`src/design/i2csrb_pkg.sv`:
```
package i2csrb_pkg;

  localparam int IDX_W  = 8;
  localparam int BYTE_W = 8;

  typedef enum logic [2:0] {
    FUNC_TX_START   = 3'd0,
    FUNC_RX_START   = 3'd1,
    FUNC_BUS_WRITE  = 3'd2,
    FUNC_BUS_READ   = 3'd3,
    FUNC_ACK_FAIL   = 3'd4,
    FUNC_HOST_WRITE = 3'd5,
    FUNC_HOST_READ  = 3'd6
  } func_t;

  typedef enum logic [1:0] {
    RD_NONE      = 2'd0,
    RD_OUT_STORE = 2'd1,
    RD_IN_STORE  = 2'd2
  } rd_sel_t;

  localparam logic NOTIFY_RECEIVED = 1'b0;
  localparam logic NOTIFY_SENT     = 1'b1;

  localparam logic CFG_REG_NOTIFY_ENABLE = 1'b0;

  typedef struct packed {
    logic              we;
    logic [IDX_W-1:0]  waddr;
    logic [BYTE_W-1:0] wdata;
    logic              re;
    logic [IDX_W-1:0]  raddr;
  } store_req_t;

  typedef struct packed {
    rd_sel_t          rd_sel;
    logic             notify_valid;
    logic             notify_kind;
    logic [IDX_W-1:0] notify_index;
  } result_meta_t;

endpackage

```
`src/design/i2csrb_ram.sv`:
```
module i2csrb_ram #(
  parameter int WIDTH = 8,
  parameter int DEPTH = 256
) (
  input  logic                     clk,
  input  logic                     we,
  input  logic [$clog2(DEPTH)-1:0] waddr,
  input  logic [WIDTH-1:0]         wdata,
  input  logic                     re,
  input  logic [$clog2(DEPTH)-1:0] raddr,
  output logic [WIDTH-1:0]         rdata
);

  logic [WIDTH-1:0] mem [DEPTH];
  logic [WIDTH-1:0] rdata_r;

  always_ff @(posedge clk) begin
    if (we) begin
      mem[waddr] <= wdata;
    end
    if (re) begin
      rdata_r <= mem[raddr];
    end
  end

  assign rdata = rdata_r;

endmodule

```
`src/design/i2csrb_store.sv`:
```
module i2csrb_store #(
  parameter int STORE_DEPTH = 256
) (
  input  logic                           clk,
  input  logic                           rst_n,
  input  i2csrb_pkg::store_req_t         req,
  output logic [i2csrb_pkg::BYTE_W-1:0]  rdata
);

  localparam int AW = $clog2(STORE_DEPTH);

  logic [STORE_DEPTH-1:0]          valid_r;
  logic [STORE_DEPTH-1:0]          valid_nxt;
  logic                            hit_r;
  logic                            hit_nxt;
  logic [i2csrb_pkg::BYTE_W-1:0]   ram_q;

  i2csrb_ram #(
    .WIDTH (i2csrb_pkg::BYTE_W),
    .DEPTH (STORE_DEPTH)
  ) u_ram (
    .clk   (clk),
    .we    (req.we),
    .waddr (req.waddr[AW-1:0]),
    .wdata (req.wdata),
    .re    (req.re),
    .raddr (req.raddr[AW-1:0]),
    .rdata (ram_q)
  );

  always_comb begin
    valid_nxt = valid_r;
    if (req.we) begin
      valid_nxt[req.waddr[AW-1:0]] = 1'b1;
    end
    hit_nxt = hit_r;
    if (req.re) begin
      hit_nxt = valid_r[req.raddr[AW-1:0]];
    end
  end

  always_ff @(posedge clk) begin
    if (!rst_n) begin
      valid_r <= '0;
      hit_r   <= 1'b0;
    end else begin
      valid_r <= valid_nxt;
      hit_r   <= hit_nxt;
    end
  end

  // An entry never written since reset reads as zero.
  assign rdata = hit_r ? ram_q : '0;

endmodule

```
`config.mk`:
```
export PLATFORM = sky130hd
export DESIGN_NAME = i2csrb_store
export DESIGN_NICKNAME = d
export VERILOG_FILES = /design/src/design/i2csrb_pkg.sv /design/src/design/i2csrb_ram.sv /design/src/design/i2csrb_store.sv
export SDC_FILE = /design/constraint.sdc
export NUM_CORES = 2
export LEC_CHECK = 0
export BUFFER_PORTS_ARGS = -buffer_cell sky130_fd_sc_hd__buf_2
export CORE_MARGIN = 1.5
export CORE_UTILIZATION = 30
export CTS_CLUSTER_DIAMETER = 80
export DETAILED_ROUTE_END_ITERATION = 8
export GPL_TIMING_DRIVEN = 0
export MAX_ROUTING_LAYER = met4
export SYNTH_ARGS = -nofsm -noshare
export SYNTH_HDL_FRONTEND = slang
export SYNTH_SLANG_ARGS = --single-unit
```
`constraint.sdc`:
```
create_clock -name clk -period 2.8 [get_ports clk]
set_input_delay 0.56 -clock clk [delete_from_list [all_inputs] [get_ports clk]]
set_output_delay 0.56 -clock clk [all_outputs]
set_load 0.01 [all_outputs]
```
Word level (Yosys, flattened, before mapping)
Memories as Yosys holds them, arrays and structs flattened. A register that Yosys moved wholly into a read port is not among the register bits.
Index checks and enable logic that the tools add are counted.

cells by class
  magnitude comparators = 3
  muxes and demuxes = 7
  bitwise logic cells = 1
  reduce and logical (&&, ||, !) cells = 1

operator list
  kind                                                  count
  OR 256 bit                                            1
  < comparator 8 x 9 -> 1 bit (second input constant)   2
  binary-select mux 1 bit (select 8 bit)                1
  demux 1 bit (select 8 bit)                            1
  >= comparator 8 x 1 -> 1 bit (second input constant)  1
  two-way mux 8 bit                                     1
  two-way mux 1 bit                                     4
  logical AND 1 bit                                     1

word-level totals
  register bits after elaboration = 257
  bits in writable memories = 2048
  input bits = 28
  output and inout bits = 8
  logic and storage cells = 15
  memories = 1

memory list
  name       words  bits a word  rd ports  clocked after Yosys merged registers in  write ports  RTL line          text
  u_ram.mem  256    8            1         1                                        1            i2csrb_ram.sv:14  logic [WIDTH-1:0] mem [DEPTH];

Longest topological paths before layout
  word-level depth = 5
  gate-level depth with buffers = 10
  mapped depth without buffers = 6

Hierarchy
From an unflattened synthesis, not the netlist that was laid out.

unflattened totals
  cell total of the unflattened synthesis = 4856
  area, all modules = 90737.0 sq um

modules (own cells, without submodules)
  module        times used  cells each  area an instance (sq um)  seq. area each (sq um)
  i2csrb_ram    1           3733        79636.4                   61739.2
  i2csrb_store  1           1123        11100.6                   5144.9

Worst setup path before layout
OpenSTA, ideal clock, no wires.

  path kind = in2reg
  from = in req[0] (netlist name)
  to = reg u_ram.rdata_r[4], in the netlist u_ram.rdata[4] (read register of u_ram.mem), data pin
  setup time = 0.267 ns
  data arrival time = 2.463 ns
  required time = 2.533 ns
  setup slack = 0.070 ns
  cell stages on the path = 8
  path buffers = 3
  cells stage by stage = buf_4 buf_2 buf_2 mux4_2 a221oi_1 o22ai_1 o21ai_0 nand4_1

RTL lines
  item                RTL line           text
  start: declaration  i2csrb_store.sv:6  input i2csrb_pkg::store_req_t req,
  end: declaration    i2csrb_ram.sv:15   logic [WIDTH-1:0] rdata_r;

Worst setup path in the final report
  from = in req[19] (netlist name)
  to = mem u_ram.mem[47][5] (enable)

RTL lines
  item              RTL line
  end: declaration  i2csrb_ram.sv:14

No word-level cell before the write port.

==> reports/results.tsv <==
stage	metric	value	unit
status	status	finished, violations left	
status	failing checks	max-capacitance violations, max-slew violations, negative setup slack	
timing	final period utilization	106	%
clock_tree	Clock transition at path regs	60	ps
worst_setup_path	Crit path top cell by count	clkbuf_1	
timing	FMAX	336	MHz
clock_tree	clock buffer depth	3	
drt	starting DRC count in detailed routing	6452	
timing	fin crit period	2980	ps
drt	DRT Wirelength	272000	µm
global_route	Tot GR Track Use	18.6	%
worst_setup_path	CP Capture Type	flip-flop	
cells_and_area	fin nets	4694	
cells_and_area	footprint of the multi-input gates	21000	µm²
floorplanning	# rows	198	
place	dpl cells	8179	
worst_setup_path	worst setup path category	in2reg	
timing	Worst Max-Slew Pin Slew	1690	ps
power	LEAKAGE	32.2	nW
synth	post-synth top area share	70.1	%
timing	RSZ-0062 raised after global routing	yes	
floorplanning	io pins	36	
timing	Fin. Hold Viols	0	
place	Setup WS pre-CTS	-2580	ps
synth	post-synth cell types	43	
drt	total number of vias	47100	
synth	synth warn	0	
floorplanning	Starting Density	30.2	%
place	Port Buf Inserts	24	
clock_tree	Post-CTS Hold Buffers	0	
synth	Area contributors post-synth	edfxtp_1, mux4_2, dfxtp_1	
worst_setup_path	critical path data arrival time	3560	ps
global_route	largest net degree at the start of global routing	161	
place	Placer Congestion	1.02	
synth	syn nets	4273	
cells_and_area	Register Area	66900	µm²
timing	clk_skew	62.8	ps
cells_and_area	share of layout cells above drive strength 1	29.5	%
worst_setup_path	Max FO, Critical Path	10	
worst_setup_path	Critical Path RT	3380	ps
drt	number of vias per cell	5.36	
worst_setup_path	critical path's slowest cell	clkbuf_1	
cells_and_area	most frequent cells in the layout	edfxtp_1, mux4_2, o21a_1	
cells_and_area	most common cell after layout, fill and taps aside	edfxtp_1	
timing	max-slew violations	44	
global_route	number of global-route vias before repair	46300	
clock_tree	CTS tree	done	
worst_setup_path	Max stage delay on crit path	740	ps
cells_and_area	fillers	26900	
drt	drt pass-1 iters	8	
global_route	global-route wire length before repair	371000	µm
synth	Yosys top cell by area	edfxtp_1	
global_route	initial antenna violation count	23	
power	maximum vdd drop	0.000758	V
synth	FF+latch count, synth	2313	
global_route	Global Route met1 Usage	24.0	%
synth	Netlist Area Pre-Place	88100	µm²
timing	Worst Slack Setup Final	-176	ps
clock_tree	total CTS buffers	222	
timing	TNS Setup	-5900	ps
floorplanning	core area	292000	µm²
global_route	global routing usage on met3	3.43	%
timing	final setup violating endpoints	146	
synth	Seq/Total Area, Yosys	76.0	%
global_route	gr ovfl total	0	
global_route	GR Layer Usage met2	28.3	%
clock_tree	Clock Latency Late Sink	890	ps
drt	Post-route DRC	0	
worst_hold_path	Hold Path Class	in2reg	
clock_tree	root buffer cell	clkbuf_16	
cells_and_area	Post-Layout Cell Count	8781	
drt	final antenna-violating net count	0	
power	PD cells	696	nW/µm²
clock_tree	Sink Count	2313	
timing	Hold WS	93.9	ps
global_route	GRT busiest layer	met2	
timing	Worst slew margin	-12.6	%
place	dpl hpwl	183000	µm
clock_tree	H-tree depth	4	
drt	Avg WL per Cell	31.0	µm
worst_setup_path	worst path cell trace	clkbuf_1 > nand4_1 > inv_1 > nand2_1 > clkbuf_1 > nor2_1 > buf_4	
floorplanning	die area	297000	µm²
floorplanning	DIE HEIGHT	545	µm
floorplanning	die span in x	545	µm
cells_and_area	Area growth syn-to-layout	18.0	%
worst_setup_path	CP Launch Type	input pin	
flow_run	Max Cap Viol	4	
synth	Synth Instances	4245	
synth	Mapped Avg Cell Area	20.7	µm²
[cells by family after synthesis]
family | synth area share [%]
simple gates | 1.86
flops | 76.0
mux | 14.7
buf+inv | 1.63
compound gates | 5.81
[path summary, 6_finish.rpt]
| check | depth (start not counted) | startpoint | slack [ps] | end |
|---|---|---|---|---|
| worst max-delay path | 7 | req[19] | -180 | u_ram.mem[47][5] |
| worst max register to register | 6 | u_ram.mem[112][5] | 230 | u_ram.rdata[5] |
| worst min-delay path | 1 | req[8] | 90 | u_ram.rdata[1] |
| worst min register to register | 1 | valid_r[23] | 460 | valid_r[23] |
[metrics by stage]
stage	power, mW	util, %	area [µm²]
floorplan	40.2	-	88100
global placement	42.2	31.9	93100
detailed placement	42.2	32.0	93400
CTS	72.5	35.5	104000
global route	73.9	35.6	104000
finish	72.3	35.6	104000
[synth_stat cells]
library cell / n
edfxtp_1: 2056
mux4_2: 562
nor2_1: 267
o21a_1: 258
dfxtp_1: 257
clkbuf_1: 166
a221oi_1: 128
a22o_1: 128
o22ai_1: 72
buf_2: 43
mux2i_1: 33
nand2_1: 31
buf_6: 27
nand3_1: 27
buf_1: 25
buf_4: 25
o21ai_0: 19
nand4_1: 17
nor2b_1: 16
o21ai_1: 14
a21oi_1: 12
a22oi_1: 10
and2_1: 10
o221ai_1: 6
a211oi_1: 5
nand2b_1: 5
inv_1: 3
a2111oi_0: 2
a21boi_0: 2
a311oi_1: 2
a31oi_1: 2
nand4b_1: 2
nor3_1: 2
or2_2: 2
and3_1: 1
and3b_1: 1
nor4b_1: 1
o311ai_0: 1
o31a_1: 1
o32ai_1: 1
o41ai_1: 1
or3_1: 1
or4b_2: 1
[layer usage]
metal | up-vias | routed length (µm) | share of wire, %
met5 | - | 0 | 0
met1 | 25400 | 108000 | 40
met3 | 536 | 23600 | 8.7
met2 | 2520 | 126000 | 46
li1 | 18700 | - | -
met4 | 0 | 14700 | 5.4
[what timing repair did]
action | 4_1_cts | 5_1_grt
pin swaps | 118 | 10
gates resized for setup | 373 | 70
gates cloned | 0 | 0
buffers inserted | 159 | 5
endpoints found under the setup margin | 1416 | 245
hold endpoints to repair | 0 | 0
[where the power goes]
part	internal [mW]	switching (mW)
logic	1.33	2.80
registers	37.6	0.0451
clock network	17.3	13.2
total	56.2	16.1
[state kept, by name (all words and copies together) (netlist names)]
name         count
u_ram.mem     2048
valid_r        256
u_ram.rdata      8
hit_r            1
[final cells by class]
| type | instances | share of cell area (%) |
|---|---|---|
| Sequential cell | 2313 | 64.4 |
| Multi-Input combinational cell | 1643 | 20.2 |
| Clock buffer | 285 | 5.76 |
| Tap cell | 3900 | 4.70 |
| Buffer | 283 | 1.80 |
| Timing Repair Buffer | 200 | 1.75 |
| Clock inverter | 137 | 1.39 |
| Antenna cell | 17 | 0.0409 |
| Inverter | 3 | 0.0108 |
[worst max-delay path, delay by kind of cell]
family	cells	cell delay, ps
buffers and inverters	4	1710
AND/OR/NAND/NOR	3	1230
(Power assumes the default switching activity.)
