**config.mk**
```make
export PLATFORM = sky130hd
export DESIGN_NAME = i2csrb_ctrl
export DESIGN_NICKNAME = d
export VERILOG_FILES = /design/src/design/i2csrb_pkg.sv /design/src/design/i2csrb_ctrl.sv
export SDC_FILE = /design/constraint.sdc
export NUM_CORES = 1
export LEC_CHECK = 0
export BUFFER_PORTS_ARGS = -buffer_cell sky130_fd_sc_hd__buf_4
export CORE_MARGIN = 8
export CORE_UTILIZATION = 45
export CTS_BUF_LIST = sky130_fd_sc_hd__clkbuf_8
export CTS_CLUSTER_DIAMETER = 80
export DETAILED_ROUTE_END_ITERATION = 16
export PLACE_DENSITY = 0.9
export REMOVE_ABC_BUFFERS = 1
export SYNTH_ARGS = -nofsm -noshare
export SYNTH_HDL_FRONTEND = slang
export SYNTH_SLANG_ARGS = --single-unit
```
**constraint.sdc**
```tcl
create_clock -name clk -period 2.7 [get_ports clk]
set_input_delay 0.135 -clock clk [delete_from_list [all_inputs] [get_ports clk]]
set_output_delay 0.135 -clock clk [all_outputs]
set_load 0.05 [all_outputs]
```
**src/design/i2csrb_pkg.sv**
```systemverilog
package i2csrb_pkg;

  localparam int IDX_W  = 8;
  localparam int BYTE_W = 8;

  typedef enum logic [2:0] {
    FUNC_TX_START   = 3'd0,
    FUNC_RX_START   = 3'd1,
    FUNC_BUS_WRITE  = 3'd2,
    FUNC_BUS_READ   = 3'd3,
    FUNC_ACK_FAIL   = 3'd4,
    FUNC_HOST_WRITE = 3'd5,
    FUNC_HOST_READ  = 3'd6
  } func_t;

  typedef enum logic [1:0] {
    RD_NONE      = 2'd0,
    RD_OUT_STORE = 2'd1,
    RD_IN_STORE  = 2'd2
  } rd_sel_t;

  localparam logic NOTIFY_RECEIVED = 1'b0;
  localparam logic NOTIFY_SENT     = 1'b1;

  localparam logic CFG_REG_NOTIFY_ENABLE = 1'b0;

  typedef struct packed {
    logic              we;
    logic [IDX_W-1:0]  waddr;
    logic [BYTE_W-1:0] wdata;
    logic              re;
    logic [IDX_W-1:0]  raddr;
  } store_req_t;

  typedef struct packed {
    rd_sel_t          rd_sel;
    logic             notify_valid;
    logic             notify_kind;
    logic [IDX_W-1:0] notify_index;
  } result_meta_t;

endpackage

```
**src/design/i2csrb_ctrl.sv**
```systemverilog
module i2csrb_ctrl #(
  parameter int STORE_DEPTH = 256
) (
  input  logic                            clk,
  input  logic                            rst_n,
  input  logic                            accept,
  input  logic [2:0]                      func,
  input  logic [i2csrb_pkg::BYTE_W-1:0]   data,
  input  logic [i2csrb_pkg::IDX_W-1:0]    host_index,
  input  logic                            notify_enable,
  output i2csrb_pkg::store_req_t          in_req,
  output i2csrb_pkg::store_req_t          out_req,
  output i2csrb_pkg::result_meta_t        meta
);

  localparam int AW = $clog2(STORE_DEPTH);

  logic [AW-1:0] ptr_r;
  logic [AW-1:0] ptr_nxt;
  logic          first_r;
  logic          first_nxt;
  logic          tx_r;
  logic          tx_nxt;

  logic [AW-1:0] ptr_inc;
  logic [AW-1:0] ptr_dec;
  logic [AW-1:0] data_idx;
  logic [AW-1:0] host_idx;

  function automatic logic [i2csrb_pkg::IDX_W-1:0] wrap_idx(
    input logic [i2csrb_pkg::IDX_W-1:0] v
  );
    logic [15:0] t;
    int          k;
    t = {8'd0, v};
    for (k = 7; k >= 0; k--) begin
      if (t >= (16'(STORE_DEPTH) << k)) begin
        t = t - (16'(STORE_DEPTH) << k);
      end
    end
    return t[i2csrb_pkg::IDX_W-1:0];
  endfunction

  assign ptr_inc  = (ptr_r == AW'(STORE_DEPTH - 1)) ? '0 : ptr_r + AW'(1);
  assign ptr_dec  = (ptr_r == '0) ? AW'(STORE_DEPTH - 1) : ptr_r - AW'(1);
  assign data_idx = AW'(wrap_idx(data));
  assign host_idx = AW'(wrap_idx(host_index));

  always_comb begin
    ptr_nxt   = ptr_r;
    first_nxt = first_r;
    tx_nxt    = tx_r;
    in_req    = '0;
    out_req   = '0;
    meta      = '{rd_sel: i2csrb_pkg::RD_NONE, notify_valid: 1'b0,
                  notify_kind: i2csrb_pkg::NOTIFY_RECEIVED, notify_index: '0};
    if (accept) begin
      case (i2csrb_pkg::func_t'(func))
        i2csrb_pkg::FUNC_TX_START: begin
          tx_nxt    = 1'b1;
          first_nxt = 1'b1;
        end
        i2csrb_pkg::FUNC_RX_START: begin
          tx_nxt    = 1'b0;
          first_nxt = 1'b1;
        end
        i2csrb_pkg::FUNC_BUS_WRITE: begin
          if (first_r) begin
            ptr_nxt   = data_idx;
            first_nxt = 1'b0;
          end else begin
            in_req.we         = 1'b1;
            in_req.waddr      = i2csrb_pkg::IDX_W'(ptr_r);
            in_req.wdata      = data;
            ptr_nxt           = ptr_inc;
            meta.notify_valid = notify_enable;
            meta.notify_kind  = i2csrb_pkg::NOTIFY_RECEIVED;
            meta.notify_index = notify_enable ? i2csrb_pkg::IDX_W'(ptr_r) : '0;
          end
        end
        i2csrb_pkg::FUNC_BUS_READ: begin
          out_req.re        = 1'b1;
          out_req.raddr     = i2csrb_pkg::IDX_W'(ptr_r);
          meta.rd_sel       = i2csrb_pkg::RD_OUT_STORE;
          ptr_nxt           = ptr_inc;
          first_nxt         = 1'b0;
          if (!first_r && notify_enable) begin
            meta.notify_valid = 1'b1;
            meta.notify_kind  = i2csrb_pkg::NOTIFY_SENT;
            meta.notify_index = i2csrb_pkg::IDX_W'(ptr_dec);
          end
        end
        i2csrb_pkg::FUNC_ACK_FAIL: begin
          if (tx_r) begin
            ptr_nxt = ptr_dec;
          end
        end
        i2csrb_pkg::FUNC_HOST_WRITE: begin
          out_req.we    = 1'b1;
          out_req.waddr = i2csrb_pkg::IDX_W'(host_idx);
          out_req.wdata = data;
        end
        i2csrb_pkg::FUNC_HOST_READ: begin
          in_req.re   = 1'b1;
          in_req.raddr = i2csrb_pkg::IDX_W'(host_idx);
          meta.rd_sel = i2csrb_pkg::RD_IN_STORE;
        end
        default: begin
        end
      endcase
    end
  end

  always_ff @(posedge clk) begin
    if (!rst_n) begin
      ptr_r   <= '0;
      first_r <= 1'b1;
      tx_r    <= 1'b0;
    end else begin
      ptr_r   <= ptr_nxt;
      first_r <= first_nxt;
      tx_r    <= tx_nxt;
    end
  end

endmodule

```
# Word-level counts from Yosys, hierarchy flattened
# Cells that the tools add are included.
[word_totals] regBits=10 in_bits=23
[classes] muxes=20 eq_ne=8 add_sub_neg=2 reduce_logical=12
[ops] cell="26-bit 2-to-1 mux" n=2
[ops] cell="17-bit 2-to-1 mux" n=3
[ops] cell="8-bit 2-to-1 mux" n=5
[ops] cell="8-bit case mux with 3 select lines" n=1
[ops] cell="10-bit 2-to-1 mux" n=2
[ops] cell="10-bit case mux with 2 select lines" n=1
[ops] cell="9-bit 2-to-1 mux" n=2
[ops] cell="12-bit 2-to-1 mux" n=1
[ops] cell="3-bit equality test, second input constant" n=3
[ops] cell="8-bit by 1-bit adder with 8-bit output, second input constant" n=1
[ops] cell="8-bit equality test, second input constant" n=1
[ops] cell="8-bit zero test" n=1
[ops] cell="8-bit by 1-bit subtractor with 8-bit output, second input constant" n=1
[ops] cell="3-bit by 2-bit equality test with 1-bit output, second input constant" n=2
[ops] cell="1-bit case mux with 2 select lines" n=2
[ops] cell="2-bit case mux with 2 select lines" n=1
[ops] cell="2-bit AND reduction" n=2
[ops] cell="2-bit nonzero test" n=2
[ops] cell="2-bit OR reduction" n=2
[ops] cell="3-bit by 1-bit equality test with 1-bit output, second input constant" n=1
[ops] cell="3-bit zero test" n=1
[ops] cell="3-bit AND reduction" n=1
[ops] cell="3-bit nonzero test" n=1
[ops] cell="2-bit inequality test, second input constant" n=1
[ops] cell="2 further kinds" n=2

# Longest topological paths before layout
# Gate-level depths: netlist (run 1).
[depth] ltp_word=5 depth_mapped=8

# Least setup slack after synthesis (run 1)
# OpenSTA, ideal clock, no wires.
[synth_timing] path_kind="register -> output" start="register ptr_r[0]" end="output port in_req[17] in the netlist's numbering" stages_incl_launch_ff=4 t_arrival_ps=2316 path_slack_ps=249 path_cell_list="dfxtp_1 > clkbuf_1 > inv_1 > nor4_1"
[synth_rtl] element="start, declared" line="i2csrb_ctrl.sv:18" source="logic [AW-1:0] ptr_r;"
[synth_rtl] element="start signal, assigned" line="i2csrb_ctrl.sv:120" source="ptr_r <= ptr_nxt;"
[synth_rtl] element="end, declared" line="i2csrb_ctrl.sv:11" source="output i2csrb_pkg::store_req_t in_req,"

==> flow_summary.toml, run 1 <==
[timing]
rsz0062_at_grt = "false"
slew_headroom_pct = 52.1
fin_worst_skew_ns = 0.00295
tns_ns = 0
fmax_mhz = 433
setup_viol_count_final = 0
fin_crit_sh_pct = 85.5
maxSlewViolCount = 0
report.final.hold_viol_count = 0
min_period_ns = 2.31
max_slew.worst_pin.slew_ns = 0.718

[layout]
fill_cells = 290
ant_diodes = 0
postLayoutCellArea_mm2 = 0.00224
finalNetCount = 329
most-common-layout-cells = "buf_4, and2_1, a21oi_1, nor2_1, nand2_1"
share_of_post_route_cells_with_drive_strength_above_1_pct = 33.1
areaGrowthSynthToFinish_pct = 45.7
mostFrequentLayoutCell = "buf_4"

[worst_setup_path]
cp_max_fo = 12
critical_path.endpoint_type = "output pin"
crit_required_ns = 2.57
kind_of_launch_point_of_the_worst_setup_path = "flip-flop"
setup.worst_path.class = "reg2out"
worst-endpoint-arrival_ns = 2.17

[detailed_routing]
routed-via-count = 2080
drt_drc_violations_left = 0
route.antenna.remaining_nets = 0
drt_first_iter_violations = 255
dr_pass1_iterations = 5
drt-total-wl_um = 6230
route.detailed.vias_per_inst = 5.98
post_drt_wl_per_cell_um = 17.9

[floorplan]
std_cell_rows = 21
initial_utilization_pct = 46.4
die-height_um = 74.4
area_of_the_placeable_core_mm2 = 0.00331
fp.dieArea_mm2 = 0.00554
die_width_um = 74.4
boundaryPins = 87

[grt]
globalRouteTotalUtil_pct = 21.9
maximum_number_of_pins_on_one_net_before_global_route_repair = 18
via_count_of_the_first_global_routing_pass = 1909
grt_first_pass_wirelength_um = 9700
antenna_found_initial = 0
gr-total-overflow = 0

[cts]
cts_htree_levels = 1
cts_buffers = 3
post_cts_resized = 0
postCtsSetupBuffers = 0
clock-sinks = 10
max-clock-path-buffers = 2
cts_tree = "yes"
cts-hold-fix-buffers = 0
clk_slew_on_worst_s_h_paths_ns = 0.05
worstSkewPairLatency_ns = 0.24
ctsRootBufferMaster = "clkbuf_8"

[logic_synthesis]
synth_cells = 226
synthesis.area_per_instance_um2 = 6.80
synth-edff-count = 0
synth-seq-cells = 10
ffs_w_async_s_r_synth_pct = 0
synth_ff_type = "dfxtp_1"
synth_warnings = 0
synth_sequential_area_ratio_pct = 13.0
syn-cell-area_mm2 = 0.00154
synth_cell_type_count = 50

[power_and_ir_drop]
totalPowerFinal_uw = 612
power_leakage_uw = 0.00105
max-vdd-ir-drop_v = 0.000367
power_density_mw_per_mm2 = 273

[placed_design]
placedInstanceArea_mm2 = 0.00218
finalWeightedCongestion = 1.01
dp_hpwl_um = 4810
buffer_ports.inserted = 86

[hold_path]
worstHoldPathType = "in2reg"

[run_status]
status = "finished clean"

[job]
count_of_maximum_capacitance_violations = 0
worst paths after layout:
path,from,endpoint,slack (ns),depth (start not counted)
max,ptr_r[0]$_SDFFE_PN0P_,meta[6],0.39,8
min,rst_n,first_r$_SDFFE_PN1P_,0.14,2
max reg2reg,ptr_r[0]$_SDFFE_PN0P_,ptr_r[5]$_SDFFE_PN0P_,0.60,7
min reg2reg,tx_r$_SDFFE_PN0P_,tx_r$_SDFFE_PN0P_,0.53,1
critical path: stages, from the launching register on:
cell and delay (ns):
dfxtp_1 0.57, inv_1 0.18, ha_1 0.27, nor2b_1 0.17
nand3_1 0.13, a21boi_0 0.24, nand2_1 0.09, nand2_1 0.09
buf_4 0.20
Yosys cell counts (all sizes together), types with 6 or more instances:
library cell  instances  area share (%)
clkbuf               12             2.9
nand2                15             3.7
and3                  6             2.4
nor2                 16             3.9
nor2b                 6             2.4
dfxtp                10              13
buf                   6             2.7
nor4                  8             3.3
a21oi                17             5.5
nor3b                 6             5.0
nand3                 6             2.0
and2                 46              19
inv                   7             1.7
o21ai                15             4.9
registers in the layout, summed over array words and instances (netlist names):
signal / flops
first_r: 1
ptr_r: 8
tx_r: 1
where the power goes:
group | internal [µW] | leakage (µW) | switching, µW
logic | 93.1 | 0.000940 | 146
clock network | 129 | 0.0000288 | 63.5
registers | 156 | 0.0000818 | 24.5
total | 377 | 0.00105 | 234
metal layers:
layer / global-route usage [%] / up-vias / wire length, µm
li1: - / 960 / -
met1: 26.2 / 953 / 2340
met4: 5.65 / 0 / 143
met5: 0 / - / 0
met3: 4.18 / 23 / 641
met2: 38.6 / 144 / 3110
metrics by stage:
step / hold WS (ns) / utilization, % / instances / setup slack, ns
4_1_cts: 0.137 / 67.6 / 348 / 0.418
2_1_floorplan: 0.197 / - / 208 / -0.126
6_report: 0.139 / 67.6 / 348 / 0.392
5_1_grt: 0.148 / 67.6 / 348 / 0.244
3_5_place_dp: 0.378 / 65.9 / 344 / 0.667
3_3_place_gp: 0.375 / 65.9 / 344 / 0.723
cell type report:
| type | count | area, µm² | area share (%) |
|---|---|---|---|
| clock buffers | 4 | 55.1 | 2.46 |
| inverters | 7 | 26.3 | 1.17 |
| flip-flops and latches | 10 | 200 | 8.94 |
| well taps | 46 | 57.6 | 2.57 |
| multi-input cells | 191 | 1220 | 54.7 |
| repair buffers | 90 | 676 | 30.2 |
cell families after synthesis:
kind of cell	Yosys count	synth area share (%)
simple gates	123	48.4
compound gates	61	26.5
buf+inv	25	7.33
flops	10	13.0
xor+xnor	4	2.28
fa+ha+maj	3	2.44
(Power assumes the default switching activity.)
==> run 2: changes to the inputs <==
- CORE_ASPECT_RATIO: default -> 0.5
- SKIP_LAST_GASP: default -> 1
==> run 2 against run 1 <==
Clock power barely moved. Routed wire length fell by 0.32%. Sequential cell count did not move. Critical path type unchanged.
==> flow_summary.toml, run 2 (same netlist as run 1, synthesis figures left out) <==
[timing]
setup_viol_count_final = 0
maxSlewViolCount = 0
rsz0062_at_grt = "false"
final.setup.worst_slack_ns = 0.286
report.final.hold_viol_count = 0
fin_worst_skew_ns = 0.00609
worst_hold_slack_ns = 0.142
fin_crit_sh_pct = 89.4
max_slew.worst_pin.slew_ns = 0.886
slew_headroom_pct = 40.7
min_period_ns = 2.41
fmax_mhz = 414

[detailed_routing]
route.antenna.remaining_nets = 0
wl_met2_um = 3080
maxUsedRoutingLayer = "met4"
drt_first_iter_violations = 184
drt_drc_violations_left = 0
drt-total-wl_um = 6210
route.detailed.vias_per_inst = 5.94
routed_metal_1_wirelength_um = 2480
routed-via-count = 2043
dr_pass1_iterations = 5
total_met3_wirelength_after_detailed_routing_um = 594
post_drt_wl_per_cell_um = 18.0

[worst_setup_path]
delay_of_the_slowest_cell_on_the_worst_path_ns = 0.57
crit_path_cell_trace = "nor4_1, o21ai_0, a21oi_1, a22oi_1, nor2_1, buf_4"
worst-endpoint-arrival_ns = 2.28
setup.worst_path.class = "reg2out"
crit_family = "simple AND/OR/NAND/NOR gates"
cp_slowest_cell = "nor4_1"
kind_of_launch_point_of_the_worst_setup_path = "flip-flop"
r2r_start = "ptr_r[0]$_SDFFE_PN0P_"
timing.critical_path.from = "ptr_r[4]$_SDFFE_PN0P_"
crit_required_ns = 2.57
critical_path.endpoint_type = "output pin"
cp.buffers_inverters = 1
cp_max_fo = 12

[cts]
cts_buffers = 3
max-clock-path-buffers = 2
worstSkewPairLatency_ns = 0.24
clk_slew_on_worst_s_h_paths_ns = 0.05
ctsRootBufferMaster = "clkbuf_8"
post_cts_resized = 0
postCtsSetupBuffers = 0
cts-hold-fix-buffers = 0
cts_tree = "yes"
clock-sinks = 10
cts_htree_levels = 1

[layout]
instances_no_fill = 344
ant_diodes = 0
finalCoreUtilization_pct = 66.5
share_of_post_route_cells_with_drive_strength_above_1_pct = 33.1
fill_cells = 285
finalNetCount = 329
layout_top_registers = "ptr_r x8, first_r x1, tx_r x1"
regMostFlops = "ptr_r"
largest_register_ffs = 8
most-common-layout-cells = "buf_4, and2_1, a21oi_1, nor2_1, nand2_1"
mostFrequentLayoutCell = "buf_4"
areaGrowthSynthToFinish_pct = 45.4

[hold_path]
hold_path_startpoint = "rst_n"
worstHoldPathType = "in2reg"

[placed_design]
pre_cts_setup_slack_ns = 0.585
dp.cells = 340
finalWeightedCongestion = 0.893
buffer_ports.inserted = 86
dp_hpwl_um = 4990

[floorplan]
std_cell_rows = 15
boundaryPins = 87
die-height_um = 57.3
initial_utilization_pct = 45.7
die_width_um = 98.6
area_of_the_placeable_core_mm2 = 0.00336
fp.dieArea_mm2 = 0.00565

[run_status]
status = "finished clean"

[grt]
grt_first_pass_wirelength_um = 9960
antenna_found_initial = 0
maximum_number_of_pins_on_one_net_before_global_route_repair = 18
globalRouteTotalUtil_pct = 21.4
gr-total-overflow = 0
via_count_of_the_first_global_routing_pass = 1839

[job]
count_of_maximum_capacitance_violations = 0

[power_and_ir_drop]
power_leakage_uw = 0.00105
power_density_mw_per_mm2 = 274
max-vdd-ir-drop_v = 0.000309
-- run 2: cell counts in the layout (fill, tap and decap cells not counted) --
No cell type changed its count.
-- run 2: path summary, 6_finish.rpt --
check | slack (ns) | cells past startpoint | end
worst max-delay path | 0.29 | 6 | meta[7]
worst min-delay path | 0.14 | 2 | first_r$_SDFFE_PN1P_
worst max register to register | 0.51 | 7 | ptr_r[5]$_SDFFE_PN0P_
worst min register to register | 0.54 | 1 | tx_r$_SDFFE_PN0P_
-- run 2: area by class of cell --
type                            count  area (µm²)  share of cell area, %
Clock buffer                        4        55.1                   2.46
Inverter                            7        26.3                   1.18
Multi-Input combinational cell    191        1220                   54.8
Sequential cell                    10         200                   8.96
Tap cell                           42        52.6                   2.35
Timing Repair Buffer               90         676                   30.3
-- run 2: per-layer routing --
layer  vias up  global-route usage (%)
met5         -                       0
met4         0                    4.32
met3        10                    3.52
met2       128                    36.9
met1       943                    27.4
li1        962                       -
-- run 2: report_power, final --
part,switching (µW),leakage [µW],total [µW],internal (µW)
Clock,61.8,0.0000288,190,128
Combinational,147,0.000941,240,93.3
Sequential,25.3,0.0000818,181,156
Total,234,0.00105,611,378
-- run 2: through the flow --
step | power, µW | setup TNS [ns] | cell area [µm²]
5_1_grt | 639 | 0 | 2230
4_1_cts | 605 | 0 | 2230
3_5_place_dp | 416 | 0 | 2180
6_report | 611 | 0 | 2230
2_1_floorplan | 321 | -1.38 | 1450
3_3_place_gp | 412 | 0 | 2180
==> run 3: changes to the inputs <==
- clock period: 2.7 -> 2.38 ns (I/O delays scaled with it)
==> run 3 against run 2 <==
Combinational power grew 20%. Worst setup slack got worse by 0.039 ns. First-iteration DRC count fell by 8.7%. Via count increased by 4.1%. Clock skew shrank 0.0049 ns. Final cell count rose by 1.2%. Largest power group unchanged.
==> flow_summary.toml, run 3 (same netlist as run 1, synthesis figures left out) <==
[power_and_ir_drop]
clockPowerShare_pct = 29.9
power_leakage_uw = 0.00107
combinational_share_of_power_pct = 41.6
power_density_mw_per_mm2 = 306
p_int_uw = 433
max-vdd-ir-drop_v = 0.000352
p_sw_uw = 262
power.sequential.fraction_pct = 28.5
switch_share_pct = 37.7

[worst_setup_path]
cp_slowest_cell = "dfxtp_1"
regToRegSetupSlack_ns = 0.31
crit_family = "flip-flops"
path_depth = 6
rr_worst_depth = 5
critical_path.endpoint_type = "output pin"
setup.worst_path.class = "reg2out"
cp.buffers_inverters = 1
crit_required_ns = 2.26
worstSetupEndpoint = "meta[7]"
worstReg2RegEnd = "ptr_r[5]$_SDFFE_PN0P_"
r2r_start = "ptr_r[2]$_SDFFE_PN0P_"
delay_of_the_slowest_cell_on_the_worst_path_ns = 0.75
kind_of_launch_point_of_the_worst_setup_path = "flip-flop"
cp_max_fo = 17
worst-endpoint-arrival_ns = 2.01
crit_path_cell_trace = "nor3_4, and3_1, a21oi_1, a22oi_1, nor2_1, buf_4"
timing.critical_path.from = "ptr_r[2]$_SDFFE_PN0P_"

[detailed_routing]
post_drt_wl_per_cell_um = 18.2
dr_pass1_iterations = 4
drt-total-wl_um = 6320
routed-via-count = 2127
drt_first_iter_violations = 168
route.antenna.remaining_nets = 0
drt_drc_violations_left = 0
route.detailed.vias_per_inst = 6.11

[layout]
mostFrequentLayoutCell = "buf_4"
share_of_post_route_cells_with_drive_strength_above_1_pct = 34.3
fill_cells = 292
areaGrowthSynthToFinish_pct = 47.7
most-common-layout-cells = "buf_4, and2_1, a21oi_1, nor2_1, nand2_1"
finalNetCount = 333
instances_no_fill = 348
ant_diodes = 0
largest_register_ffs = 8
layout_top_registers = "ptr_r x8, first_r x1, tx_r x1"
regMostFlops = "ptr_r"
postLayoutCellArea_mm2 = 0.00227

[floorplan]
std_cell_rows = 15
die_width_um = 98.6
initial_utilization_pct = 45.7
fp.dieArea_mm2 = 0.00565
die-height_um = 57.3
boundaryPins = 87
area_of_the_placeable_core_mm2 = 0.00336

[grt]
via_count_of_the_first_global_routing_pass = 1947
grt_first_pass_wirelength_um = 10100
gr-total-overflow = 0
antenna_found_initial = 0
globalRouteTotalUtil_pct = 21.6
maximum_number_of_pins_on_one_net_before_global_route_repair = 18

[placed_design]
placedInstanceArea_mm2 = 0.00221
dp.cells = 344
finalWeightedCongestion = 0.976
buffer_ports.inserted = 86
dp_hpwl_um = 4940

[cts]
clk_slew_on_worst_s_h_paths_ns = 0.05
cts_htree_levels = 1
max-clock-path-buffers = 2
ctsRootBufferMaster = "clkbuf_8"
clock-sinks = 10
cts_tree = "yes"
cts_buffers = 3
worstSkewPairLatency_ns = 0.23

[run_status]
status = "finished clean"

[timing]
maxSlewViolCount = 0
fin_worst_skew_ns = 0.00114
max_slew.worst_pin.slew_ns = 0.866
fmax_mhz = 469
min_period_ns = 2.13
rsz0062_at_grt = "false"
slew_headroom_pct = 42.0
setup_viol_count_final = 0
tns_ns = 0
report.final.hold_viol_count = 0
fin_crit_sh_pct = 89.6

[job]
count_of_maximum_capacitance_violations = 0

[hold_path]
worstHoldPathType = "in2reg"
-- run 3: worst register-to-register path: stages, from the launching register on --
cell and delay [ns]:
dfxtp_1 0.75, nor3_4 0.13, and3_1 0.23, or4b_1 0.58
a31oi_1 0.17, o211a_1 0.15
-- run 3: repair_timing --
item                                    CTS  global route
hold buffers                              0             0
buffers inserted                          0             0
resized for setup                         0             1
endpoints found under the setup margin    0             1
-- run 3: area by class of cell --
cell class,count,area [µm²],area share (%)
clock buffer,4,55.1,2.43
inverter,7,26.3,1.16
multi-input combinational,191,1230,54.2
sequential,10,200,8.82
tap,42,52.6,2.32
timing repair buffer,94,706,31.1
-- run 3: worst min-delay path by stage --
stage           from              endpoint  slack, ns  cells past startpoint
6_report       rst_n  first_r$_SDFFE_PN1P_       0.13                      2
5_1_grt        rst_n  first_r$_SDFFE_PN1P_       0.12                      2
4_1_cts        rst_n  first_r$_SDFFE_PN1P_       0.12                      2
3_5_place_dp   rst_n  first_r$_SDFFE_PN1P_       0.36                      2
3_3_place_gp   rst_n  first_r$_SDFFE_PN1P_       0.36                      2
2_1_floorplan  rst_n  first_r$_SDFFE_PN1P_       0.18                      1
-- run 3: per-stage QoR --
step | hold WS (ns) | utilization (%) | setup WS [ns] | total power, µW
floorplan | 0.181 | - | -0.414 | 364
global placement | 0.363 | 65.7 | 0.489 | 470
detailed placement | 0.365 | 65.7 | 0.411 | 476
CTS | 0.122 | 67.4 | 0.222 | 688
global route | 0.121 | 67.6 | 0.0429 | 728
finish | 0.127 | 67.6 | 0.246 | 695
-- run 3: layer usage --
layer	GRT usage, %	vias up	wire [µm]
li1	-	967	-
met1	27.2	1030	2440
met2	37.5	115	3220
met4	4.32	0	80
met5	0	-	0
met3	4.12	15	575
-- run 3: power by group through the flow --
stage,registers [µW],logic (µW),clock network [µW]
after global routing,198,309,221
after CTS,196,280,212
final,198,289,208
after detailed placement,199,278,0
after floorplan,200,164,0
after global placement,198,272,0
